<file path="config.mk">
export PLATFORM = sky130hd
export DESIGN_NAME = lafa_norm
export DESIGN_NICKNAME = d
export VERILOG_FILES = /design/src/design/lafa_pkg.sv /design/src/design/lafa_norm.sv
export SDC_FILE = /design/constraint.sdc
export NUM_CORES = 1
export LEC_CHECK = 0
export BUFFER_PORTS_ARGS = -buffer_cell sky130_fd_sc_hd__buf_2
export CAP_MARGIN = 30
export CORE_ASPECT_RATIO = 0.9
export CORE_MARGIN = 4
export CORE_UTILIZATION = 62
export DETAILED_ROUTE_END_ITERATION = 10
export HOLD_SLACK_MARGIN = 0.15
export PLACE_DENSITY = 0.91
export SLEW_MARGIN = 20
export SYNTH_ARGS = -nofsm -noshare
export SYNTH_HDL_FRONTEND = slang
export SYNTH_SLANG_ARGS = --single-unit
</file>
<file path="constraint.sdc">
create_clock -name clk -period 9.4 [get_ports clk]
set_input_delay 0.94 -clock clk [delete_from_list [all_inputs] [get_ports clk]]
set_output_delay 0.94 -clock clk [all_outputs]
set_load 0.05 [all_outputs]
</file>
<file path="src/design/lafa_pkg.sv">
`timescale 1ns / 1ps
// Shared constants, types and codes for the local affinity feature assembly.
// No dependencies; lafa_norm, the top level and the testbench refer to it by scoped names.
package lafa_pkg;

    // Default sizing of the top level
    localparam int MAX_HEIGHT_DEF   = 64;
    localparam int MAX_WIDTH_DEF    = 64;
    localparam int MAX_CHANNELS_DEF = 16;
    localparam int MAX_PAD_DEF      = 2;

    // Fixed field and datapath widths
    localparam int FEAT_W    = 16;
    localparam int AFF_W     = 16;
    localparam int ACC_W     = 48;
    localparam int SQ_W      = 40;
    localparam int ROOT_W    = 20;
    localparam int NUM_W     = 57;
    localparam int RES_W     = 32;
    localparam int IDX_W     = 5;
    localparam int PADDR_W   = 4;
    localparam int PDATA_W   = 32;
    localparam int STEP_W    = 6;
    localparam int ROOT_STEPS = ROOT_W;
    localparam int DIV_STEPS  = NUM_W;

    // Register reset values
    localparam logic [6:0] MAP_HEIGHT_RST    = 7'd64;
    localparam logic [6:0] MAP_WIDTH_RST     = 7'd64;
    localparam logic [1:0] WINDOW_PAD_RST    = 2'd1;
    localparam logic [4:0] CHANNEL_COUNT_RST = 5'd16;

    typedef enum logic [1:0] {
        REG_MAP_HEIGHT,
        REG_MAP_WIDTH,
        REG_WINDOW_PAD,
        REG_CHANNEL_COUNT
    } reg_idx_t;

    typedef enum logic [3:0] {
        S_IDLE,
        S_LOAD,
        S_ACC,
        S_DRAIN,
        S_ROOT_GO,
        S_ROOT_WAIT,
        S_EMIT_RD,
        S_EMIT_GO,
        S_EMIT_WAIT,
        S_EMIT_PUT
    } state_t;

    typedef enum logic [1:0] {
        NORM_IDLE,
        NORM_ROOT,
        NORM_DIV
    } norm_state_t;

    // Request to the root and divide unit
    typedef struct packed {
        logic             go_root;
        logic             go_div;
        logic [SQ_W-1:0]  square;
        logic             neg;
        logic [NUM_W-1:0] mag;
    } norm_req_t;

    // Status back from the root and divide unit
    typedef struct packed {
        logic             done;
        logic [RES_W-1:0] value;
    } norm_stat_t;

endpackage

</file>
<file path="src/design/lafa_norm.sv">
`timescale 1ns / 1ps
// Root and divide unit: bit-serial integer square root of the square sum, then
// rounded, saturated division of each numerator by that root. Depends on lafa_pkg.
module lafa_norm (
    input  logic                 clk,
    input  logic                 rst_n,
    input  lafa_pkg::norm_req_t  req,
    output lafa_pkg::norm_stat_t stat
);
    localparam int SQ_W  = lafa_pkg::SQ_W;
    localparam int RT_W  = lafa_pkg::ROOT_W;
    localparam int NUM_W = lafa_pkg::NUM_W;
    localparam int ST_W  = lafa_pkg::STEP_W;

    lafa_pkg::norm_state_t nst_reg, nst_next;
    logic [ST_W-1:0]  cnt_reg;
    logic [SQ_W-1:0]  s_reg;
    logic [SQ_W:0]    r_reg;
    logic [SQ_W:0]    bit_reg;
    logic [RT_W-1:0]  root_reg;
    logic [NUM_W-1:0] num_reg;
    logic [RT_W:0]    rem_reg;
    logic             neg_reg;
    logic             done_reg;
    logic [31:0]      value_reg;

    logic             root_step, div_step, last_step;
    logic [SQ_W:0]    trial;
    logic             root_ge;
    logic [SQ_W:0]    r_n;
    logic [SQ_W-1:0]  s_n;
    logic [RT_W:0]    rem_sh, rem_n;
    logic             div_ge;
    logic [NUM_W-1:0] q_n;
    logic [31:0]      sat_value;

    // Sequence root steps and divide steps
    always_comb
    begin
        nst_next = nst_reg;
        case (nst_reg)
            lafa_pkg::NORM_IDLE:
            begin
                if (req.go_root)
                    nst_next = lafa_pkg::NORM_ROOT;
                else if (req.go_div)
                    nst_next = lafa_pkg::NORM_DIV;
            end
            lafa_pkg::NORM_ROOT:
            begin
                if (last_step)
                    nst_next = lafa_pkg::NORM_IDLE;
            end
            lafa_pkg::NORM_DIV:
            begin
                if (last_step)
                    nst_next = lafa_pkg::NORM_IDLE;
            end
            default:
                nst_next = lafa_pkg::NORM_IDLE;
        endcase
    end

    // Decode step enables
    always_comb
    begin
        root_step = 1'b0;
        div_step  = 1'b0;
        last_step = 1'b0;
        case (nst_reg)
            lafa_pkg::NORM_ROOT:
            begin
                root_step = 1'b1;
                last_step = (cnt_reg == ST_W'(lafa_pkg::ROOT_STEPS - 1));
            end
            lafa_pkg::NORM_DIV:
            begin
                div_step  = 1'b1;
                last_step = (cnt_reg == ST_W'(lafa_pkg::DIV_STEPS - 1));
            end
            default:
            begin
                root_step = 1'b0;
            end
        endcase
    end

    // One root digit: trial subtract of r + bit
    always_comb
    begin
        trial   = r_reg + bit_reg;
        root_ge = ({1'b0, s_reg} >= trial);
        r_n     = root_ge ? ((r_reg >> 1) + bit_reg) : (r_reg >> 1);
        s_n     = root_ge ? (s_reg - trial[SQ_W-1:0]) : s_reg;
    end

    // One quotient bit: restoring step, then saturate the finished quotient
    always_comb
    begin
        rem_sh = {rem_reg[RT_W-1:0], num_reg[NUM_W-1]};
        div_ge = (rem_sh >= {1'b0, root_reg});
        rem_n  = div_ge ? (rem_sh - {1'b0, root_reg}) : rem_sh;
        q_n    = {num_reg[NUM_W-2:0], div_ge};
        if (!neg_reg)
            sat_value = (q_n > NUM_W'(32'h7fff_ffff)) ? 32'h7fff_ffff : q_n[31:0];
        else
            sat_value = (q_n > NUM_W'(33'h1_0000_0000 >> 1)) ? 32'h8000_0000
                                                              : (32'd0 - q_n[31:0]);
    end

    // Hold control state
    always_ff @(posedge clk or negedge rst_n)
    begin
        if (!rst_n)
        begin
            nst_reg  <= lafa_pkg::NORM_IDLE;
            cnt_reg  <= '0;
            done_reg <= 1'b0;
        end
        else
        begin
            nst_reg  <= nst_next;
            done_reg <= last_step;
            if (root_step || div_step)
                cnt_reg <= cnt_reg + 1'b1;
            else
                cnt_reg <= '0;
        end
    end

    // Advance the datapath
    always_ff @(posedge clk)
    begin
        if (nst_reg == lafa_pkg::NORM_IDLE)
        begin
            if (req.go_root)
            begin
                s_reg   <= req.square;
                r_reg   <= '0;
                bit_reg <= (SQ_W + 1)'(1) << (2 * (lafa_pkg::ROOT_W - 1));
            end
            if (req.go_div)
            begin
                num_reg <= req.mag + NUM_W'(root_reg >> 1);
                rem_reg <= '0;
                neg_reg <= req.neg;
            end
        end
        if (root_step)
        begin
            s_reg   <= s_n;
            r_reg   <= r_n;
            bit_reg <= bit_reg >> 2;
            if (last_step)
                root_reg <= (r_n == '0) ? RT_W'(1) : r_n[RT_W-1:0];
        end
        if (div_step)
        begin
            num_reg <= q_n;
            rem_reg <= rem_n;
            if (last_step)
                value_reg <= sat_value;
        end
    end

    assign stat.done  = done_reg;
    assign stat.value = value_reg;
endmodule

</file>
Word-level counts from Yosys, hierarchy flattened
Cells that the tools add are included.
{"block": "totals", "out_inout_bits": 33, "register_bits": 259, "ram_bits": 0, "input_bits": 102, "latch_bits": 0, "rom_bits": 0, "mem_count": 0}
{"block": "classes", "bitwise": 0, "mul": 0, "addsub": 7, "eq_ne": 7, "n_div": 0, "n_mux": 29, "shift": 0, "n_lt_le_gt_ge": 4, "reduce_logical": 15}
{"cell": "two-way mux 57 bit", "n": 3}
{"cell": "two-way mux 41 bit", "n": 4}
{"cell": "two-way mux 40 bit", "n": 4}
{"cell": "two-way mux 32 bit", "n": 3}
{"cell": "two-way mux 20 bit", "n": 4}
{"cell": "two-way mux 39 bit", "n": 2}
{"cell": "adder 57 x 19 -> 57 bit", "n": 1}
{"cell": "greater-than comparator 57 x 31 -> 1 bit (second input constant)", "n": 1}
{"cell": "greater-than comparator 57 x 32 -> 1 bit (second input constant)", "n": 1}
{"cell": "adder 40 x 39 -> 41 bit", "n": 1}
{"cell": "adder 41 x 39 -> 41 bit", "n": 1}
{"cell": ">= comparator 40 x 41 -> 1 bit", "n": 1}
{"cell": "logical NOT 41 bit", "n": 1}
{"cell": "subtractor 40 bit", "n": 1}
{"cell": "two-way mux 37 bit", "n": 1}
{"cell": "subtractor 1 x 32 -> 32 bit (first input constant)", "n": 1}
{"cell": ">= comparator 21 x 20 -> 1 bit", "n": 1}
{"cell": "subtractor 20 bit", "n": 1}
{"cell": "AND reduction 2 bit", "n": 6}
{"cell": "nonzero test 2 bit", "n": 4}
{"cell": "adder 6 x 1 -> 6 bit (second input constant)", "n": 1}
{"cell": "equality test 6 x 5 -> 1 bit (second input constant)", "n": 1}
{"cell": "equality test 6 bit (second input constant)", "n": 1}
{"cell": "two-way mux 2 bit", "n": 3}
{"cell": "other kinds (12)", "n": 14}

Depth between registers and ports, before layout
Gate-level depths: netlist of run 1.
{"block": "depth", "depth_word": 4, "mapped_depth": 27, "ltp_nobuf": 24}

Least setup slack after synthesis of run 1
No wires, ideal clock.
{"block": "synth_timing", "path_type": "flip-flop to flip-flop", "from": "register r_reg[2]", "to": "register s_reg[0], enable pin", "path_stages_with_launch": 24, "period_less_slack_ps": 7379, "arrival_ps": 6886, "setup_ps": 493, "setup_slack_ps": 2021, "required_ps": 8907, "cell_sequence": "edfxtp_1 -> ha_1 -> a31o_2 -> a31oi_1 -> o21ai_0 -> a31oi_1 -> o21bai_1 -> a21oi_1 -> o21ai_0 -> a31oi_1 -> xor2_1 -> ha_1 -> nand2_1 -> or3_1 -> o31a_1 -> o31a_1 -> a221oi_1 -> a31o_2 -> a311oi_1 -> nor2_1 -> clkbuf_1 -> clkbuf_1 -> nand2_1 -> o21ai_0"}
{"block": "synth_between", "elab_chain_cells": 4}
{"element": "start, declared", "line": "lafa_norm.sv:18", "text": "logic [SQ_W:0] r_reg;"}
{"element": "start signal, assigned", "line": "lafa_norm.sv:152", "text": "r_reg <= r_n;"}
{"element": "adder 41 x 39 -> 41 bit", "line": "lafa_norm.sv:91", "text": "trial = r_reg + bit_reg;"}
{"element": ">= comparator 40 x 41 -> 1 bit", "line": "lafa_norm.sv:92", "text": "root_ge = ({1'b0, s_reg} >= trial);"}
{"element": "!= test 2 x 1 -> 1 bit (no source line)"}
{"element": "AND reduction 3 bit (no source line)"}
{"element": "end signal, assigned", "line": "lafa_norm.sv:138", "text": "s_reg <= req.square;"}
{"element": "end signal, assigned", "line": "lafa_norm.sv:151", "text": "s_reg <= s_n;"}
{"element": "end, declared", "line": "lafa_norm.sv:17", "text": "logic [SQ_W-1:0] s_reg;"}
No other way between the ends.
A chain may end at the register's enable or synchronous reset.

Worst setup path in the final report of run 1
{"block": "layout_timing", "from": "register r_reg[2]", "to": "register root_reg[0] (data pin)"}
{"block": "layout_between", "elab_chain_cells": 4, "elab_cells_between_ends": 5, "classes_between": "2 x add/sub; 1 x order compare; 1 x mux; 1 x reduce/logical"}
{"element": "adder 41 x 39 -> 41 bit", "line": "lafa_norm.sv:91"}
{"element": ">= comparator 40 x 41 -> 1 bit", "line": "lafa_norm.sv:92"}
{"element": "two-way mux 41 bit (*)", "line": "lafa_norm.sv:93", "text": "r_n = root_ge ? ((r_reg >> 1) + bit_reg) : (r_reg >> 1);"}
{"element": "logical NOT 41 bit", "line": "lafa_norm.sv:155", "text": "root_reg <= (r_n == '0) ? RT_W'(1) : r_n[RT_W-1:0];"}
{"element": "end signal, assigned", "line": "lafa_norm.sv:155"}
{"element": "end, declared", "line": "lafa_norm.sv:20", "text": "logic [RT_W-1:0] root_reg;"}
Mark *: on every way between the ends. The rest lies on a longest branch, timed or not.

==> results of run 1 <==
## final cells by class
cell class	instances	area [µm²]
fillers	2012	8750
flip-flops and latches	240	7160
clock inverters	15	196
well taps	396	495
clock buffers	35	716
inverters	62	233
multi-input cells	1570	10600
repair buffers	150	813
diodes	4	10.0
## cells in the final DEF (no fill, tap or decap), types with 16 or more instances in the layout
| master | instances |
|---|---|
| mux2_2 | 36 |
| edfxtp_1 | 231 |
| nor2b_1 | 21 |
| a21o_1 | 38 |
| inv_1 | 62 |
| a21oi_1 | 96 |
| o31ai_1 | 20 |
| nand2_1 | 225 |
| nor2_1 | 126 |
| ha_1 | 125 |
| nand3_1 | 43 |
| nand2b_1 | 16 |
| and2_1 | 74 |
| xnor2_1 | 96 |
| or2_2 | 20 |
| nor4_1 | 36 |
| o21a_1 | 19 |
| nand4_1 | 29 |
| xor2_1 | 80 |
| a211oi_1 | 19 |
| and3_1 | 25 |
| o21ai_0 | 145 |
| nor3_1 | 50 |
| buf_2 | 134 |
| a31oi_1 | 47 |
| clkbuf_16 | 27 |
## kinds of logic after synthesis
group,share of synthesized area
fa+ha+maj,0.0906
mux,0.0234
xor+xnor,0.0847
compound gates,0.180
simple gates,0.199
flops,0.394
buf+inv,0.0289
## routing by layer
metal,global-route usage,up-vias,wire length (µm)
li1,-,7465,-
met1,0.374,7598,18400
met2,0.497,1072,22600
met3,0.0528,246,5210
met4,0.133,2,2580
met5,0,-,13
## metrics by stage
step,setup WS [ns],hold WS [ns],util,instance area [µm²]
finish,2.16,0.228,0.698,20200
global route,1.85,0.229,0.697,20200
CTS,2.43,0.218,0.696,20100
detailed placement,2.52,0.510,0.665,19200
global placement,2.97,0.492,0.664,19200
floorplan,2.02,0.465,-,18200
## where the power goes
| part | leakage [nW] | switching, mW | internal, mW | total [mW] |
|---|---|---|---|---|
| Clock | 0.443 | 0.448 | 0.650 | 1.10 |
| Combinational | 5.31 | 0.0443 | 0.0396 | 0.0839 |
| Sequential | 2.19 | 0 | 1.16 | 1.16 |
| Total | 7.94 | 0.492 | 1.85 | 2.34 |
## synth_stat cells (13+ instances only)
cell type,number,share of area
o21bai_1,13,0.0054
nor2b_1,21,0.0072
a21o_1,38,0.016
nand2_1,226,0.047
a211oi_1,19,0.0078
and3_1,25,0.0086
nor4_1,36,0.012
nand2b_1,16,0.0055
or2_2,21,0.0072
nor3_1,51,0.014
nor2_1,128,0.026
inv_1,62,0.013
nand4_1,29,0.010
o21a_1,19,0.0078
nand3_1,43,0.012
xnor2_1,96,0.046
edfxtp_1,231,0.38
xor2_1,80,0.039
clkbuf_1,65,0.013
mux2_2,36,0.022
o21ai_0,146,0.040
or3_1,13,0.0045
and2_1,74,0.025
o31ai_1,21,0.0087
a21oi_1,96,0.026
a31oi_1,47,0.016
ha_1,127,0.087
## worst min-delay path by stage
stage | from | end | slack [ns] | cells past startpoint
2_1_floorplan | cnt_reg[0] | cnt_reg[0] | 0.47 | 1
6_report | rst_n | cnt_reg[5] | 0.23 | 1
4_1_cts | rst_n | cnt_reg[3] | 0.22 | 1
5_1_grt | rst_n | cnt_reg[5] | 0.23 | 1
3_5_place_dp | cnt_reg[0] | cnt_reg[0] | 0.51 | 1
3_3_place_gp | cnt_reg[0] | cnt_reg[0] | 0.49 | 1
==> results.yml, run 1 <==
status:
  status: "finished clean"
drt:
  vias_per_cell: 6.63
  initialDrtViolationCount: 2169
  vias: 16400
  totalWireLength_um: 48800
  routedWlPerCell_um: 19.7
  drtPass1Iterations: 6
  ant_nets: 0
  drcViolationCount: 0
place:
  dp.cells: 2416
  place_congestion: 1.02
  port-buffer-count: 134
  detailed_place_hpwl_um: 35100
clocking:
  clkSinkCount: 240
  htreeDepth: 1
  clockBufferDepth: 3
  postCtsHoldBufs: 0
  clockRootBuffer: "clkbuf_16"
  cts_buffers: 27
  clk_pin_slew_ns: 0.06
  post_cts_buffers: 0
  cts_tree: "yes"
  ctsResizeCount: 0
  clkLatencyLatePin_ns: 0.56
yosys:
  syn_avg_cell_area_um2: 9.35
  synthArstFlopShare: 0.0375
  syn_nets: 2177
  synth-seq-cells: 240
  synth_edf_count: 231
  syn_area_mm2: 0.0182
  ys.warnings.count: 0
  synth-seq-area-share: 0.394
  synth_cells: 1945
  ys_types: 83
  ys.flop_type: "edfxtp_1"
global_routing:
  grt.overflow.total: 0
  gr-usage-all-layers: 0.294
  grt_pass1_wl_um: 78800
  antenna_found_initial: 2
  grt_max_degree: 88
  grt_pass1_vias: 15800
setup_path:
  end_kind: "flip-flop"
  cp_common_cell: "a31oi_1"
  cp.depth: 23
  crit_arrival_ns: 7.61
  slowest_stage: "nand2_1"
  path_max_fanout: 24
  rr_worst_depth: 23
  cp-startpoint: "r_reg[2]"
  r2r_start: "r_reg[2]"
  critPathTopFamily: "compound AO/OA/AOI/OAI gates"
  worstSetupPathType: "reg2reg"
  cp_cell_sequence: "ha_1 -> a31o_2 -> a31oi_1 -> o21ai_0 -> a31oi_1 -> o21ai_0 -> o21a_1 -> a21o_1 -> a31oi_1 -> o31ai_1 -> a31oi_1 -> o21bai_1 -> xnor2_1 -> ha_1 -> nand3_1 -> nor4_1 -> nand4_1 -> o21ai_0 -> a311o_1 -> nand2_1 -> nor4_1 -> o211ai_1 -> o31ai_1"
  crit_path_end: "root_reg[0]"
  rr_endpoint: "root_reg[0]"
  cpPeakStageDelay_ns: 0.58
  start_kind: "flip-flop"
  rrSetupSlack_ns: 2.16
  worstPathRequired_ns: 9.77
  crit_buf_inv: 0
timing:
  finalSetupViolCount: 0
  hold_viol_final: 0
  fmax_mhz: 138
  rsz0062_at_grt: "no"
  tightest_slew_ns: 1.02
  timing.final.crit_share: 0.771
  finClkSkew_ns: 0.0211
  fin_tns_setup_ns: 0
  slew_headroom: 0.317
  slew_violations: 0
  period_needed_ns: 7.24
floorplan:
  die_area_mm2: 0.0322
  die_height_um: 171
  core-area_mm2: 0.0289
  die_w_um: 189
  rows: 59
  ios: 135
  start_util: 0.629
cells_and_area:
  nets: 2283
  drive_gt1_frac: 0.134
  largest_reg_flops: 57
  final_cell_count_no_fill: 2472
  syn_to_final_growth_pct: 10.9
power:
  vdd_ir_drop_max_mv: 0.149
  p_per_area_mw_per_mm2: 116
  total_power_mw: 2.34
  leakagePower_nw: 7.94
flow_run:
  drv_cap: 0
min_path:
  worstHoldPathType: "in2async"
(Power assumes the default switching activity.)
==> inputs of run 2 (changes only) <==
- CORE_UTILIZATION: 62 -> 56
- PLACE_DENSITY: 0.91 -> 0.87
- clock period: 9.4 -> 6.3 ns (I/O delays scaled with it)
==> run 2 against run 1 <==
  * Design area increased by 1.5%
  * Fmax up 20%
  * Clock power increased by 53%
  * Largest power group unchanged
  * Wire length rose by 1.5%
  * First-iteration DRC count decreased by 33%
  * Critical path type unchanged
==> results.yml, run 2 (synthesis gave the netlist of run 1 again) <==
place:
  place_congestion: 0.966
  port-buffer-count: 134
  dp.cells: 2453
  detailed_place_hpwl_um: 36600
  place_area_mm2: 0.0194
cells_and_area:
  nets: 2309
  largest_reg_flops: 57
  most-common-layout-cells: "231 x edfxtp_1, 224 x nand2_1, 142 x o21ai_0"
  final_cell_count_no_fill: 2515
  drive_gt1_frac: 0.152
  syn_to_final_growth_pct: 12.6
  final_area_mm2: 0.0205
  layout.cells.most_common: "edfxtp_1"
  fill_cells: 2593
  postLayoutCoreUtil: 0.641
  antenna_cells: 0
clocking:
  htreeDepth: 1
  cts_tree: "yes"
  clkLatencyLatePin_ns: 0.58
  cts_buffers: 28
  clockBufferDepth: 3
  clkSinkCount: 240
  clockRootBuffer: "clkbuf_16"
  clk_pin_slew_ns: 0.06
drt:
  routedWlPerCell_um: 19.7
  vias_per_cell: 6.30
  totalWireLength_um: 49500
  vias: 15800
  initialDrtViolationCount: 1453
  drtPass1Iterations: 6
  drcViolationCount: 0
  ant_nets: 0
global_routing:
  grt_max_degree: 87
  gr-usage-all-layers: 0.270
  grt_pass1_vias: 15100
  grt_pass1_wl_um: 78200
  antenna_found_initial: 1
  grt.overflow.total: 0
setup_path:
  crit_buf_inv: 3
  path_max_fanout: 8
  crit_arrival_ns: 6.37
  start_kind: "flip-flop"
  end_kind: "flip-flop"
  cpPeakStageDelay_ns: 0.45
  slowest_stage: "or4_4"
  worstSetupPathType: "reg2reg"
  critPathTopFamily: "compound AO/OA/AOI/OAI gates"
  cp_cell_sequence: "inv_1 -> ha_1 -> a21o_1 -> a21oi_1 -> nor2b_1 -> o31a_1 -> o21a_1 -> o22a_1 -> a221o_1 -> o2111a_2 -> nor2_2 -> ha_1 -> or3b_4 -> nor3_4 -> nand2_2 -> or4_4 -> or3_4 -> o41ai_4 -> buf_4 -> nand2_2 -> buf_4 -> nor3_1 -> o21ai_0 -> o311ai_1"
  worstPathRequired_ns: 6.65
timing:
  finalSetupViolCount: 0
  hold_viol_final: 0
  finClkSkew_ns: 0.0270
  tightest_slew_ns: 0.937
  fmax_mhz: 166
  fin_tns_setup_ns: 0
  period_needed_ns: 6.03
  slew_violations: 0
  slew_headroom: 0.375
  timing.final.crit_share: 0.956
floorplan:
  core-area_mm2: 0.0320
  die_height_um: 179
  rows: 62
  ios: 135
  die_area_mm2: 0.0354
  die_w_um: 198
  start_util: 0.569
power:
  leakagePower_nw: 8.08
  p_per_area_mw_per_mm2: 173
  p_switching_mw: 0.766
  pwr-share-comb: 0.035
  vdd_ir_drop_max_mv: 0.219
  switching_share: 0.217
  intPower_mw: 2.77
  pwr-share-clk: 0.477
  power_frac_seq: 0.488
flow_run:
  drv_cap: 0
status:
  status: "finished clean"
min_path:
  worstHoldPathType: "in2reg"
-- run 2: cell count changes in the layout (fill, tap and decap cells not counted), sizes merged --
cell	previous run	this run
diode	4	0
clkinvlp	1	4
clkbuf	36	32
clkinv	9	12
inv	63	64
dlygate4sd3	0	1
buf	149	172
-- run 2: layout make-up --
class	instances	area (µm²)	share of cell area
repair buffers	175	1010	0.0495
well taps	416	520	0.0254
inverters	62	233	0.0114
flip-flops and latches	240	7160	0.350
clock buffers	30	708	0.0346
clock inverters	22	238	0.0116
multi-input cells	1570	10600	0.518
-- run 2: timing repair --
item	CTS	global route
buffers inserted	0	7
hold buffers	1	0
endpoints found under the setup margin	0	102
resized for setup	0	20
endpoints found under the hold margin	9	0
-- run 2: per-layer routing --
| metal | share of wire | GRT usage | wire [µm] | vias up |
|---|---|---|---|---|
| met1 | 0.41 | 0.356 | 20200 | 7478 |
| li1 | - | - | - | 7517 |
| met5 | 0.00026 | 0 | 13 | - |
| met2 | 0.48 | 0.465 | 23700 | 720 |
| met4 | 0.036 | 0.0855 | 1800 | 2 |
| met3 | 0.077 | 0.0346 | 3800 | 125 |
-- run 2: final timing paths --
path	depth (start not counted)	slack [ns]	endpoint	start
worst max register to register	24	0.27	value_reg[18]	root_reg[4]
worst min-delay path	1	0.27	neg_reg	req[57]
max in group asynchronous	2	5.63	nst_reg[0]	rst_n
min in group asynchronous	2	0.46	cnt_reg[2]	rst_n
worst max-delay path	24	0.27	value_reg[18]	root_reg[4]
worst min register to register	1	0.50	cnt_reg[0]	cnt_reg[0]
-- run 2: power groups by stage --
stage	clock, mW	combinational [mW]	sequential [mW]
global placement	0	0.115	1.76
detailed placement	0	0.120	1.76
CTS	1.70	0.122	1.73
floorplan	0	0.0607	1.76
global route	1.77	0.135	1.73
finish	1.68	0.124	1.73
-- run 2: per-stage QoR --
step / setup WS (ns) / hold WS [ns] / total power [mW]
floorplan: 0.0616 / 0.334 / 1.82
global placement: 0.300 / 0.490 / 1.88
detailed placement: 0.0885 / 0.498 / 1.88
CTS: 0.0152 / 0.257 / 3.55
global route: -0.00769 / 0.271 / 3.63
finish: 0.275 / 0.271 / 3.53
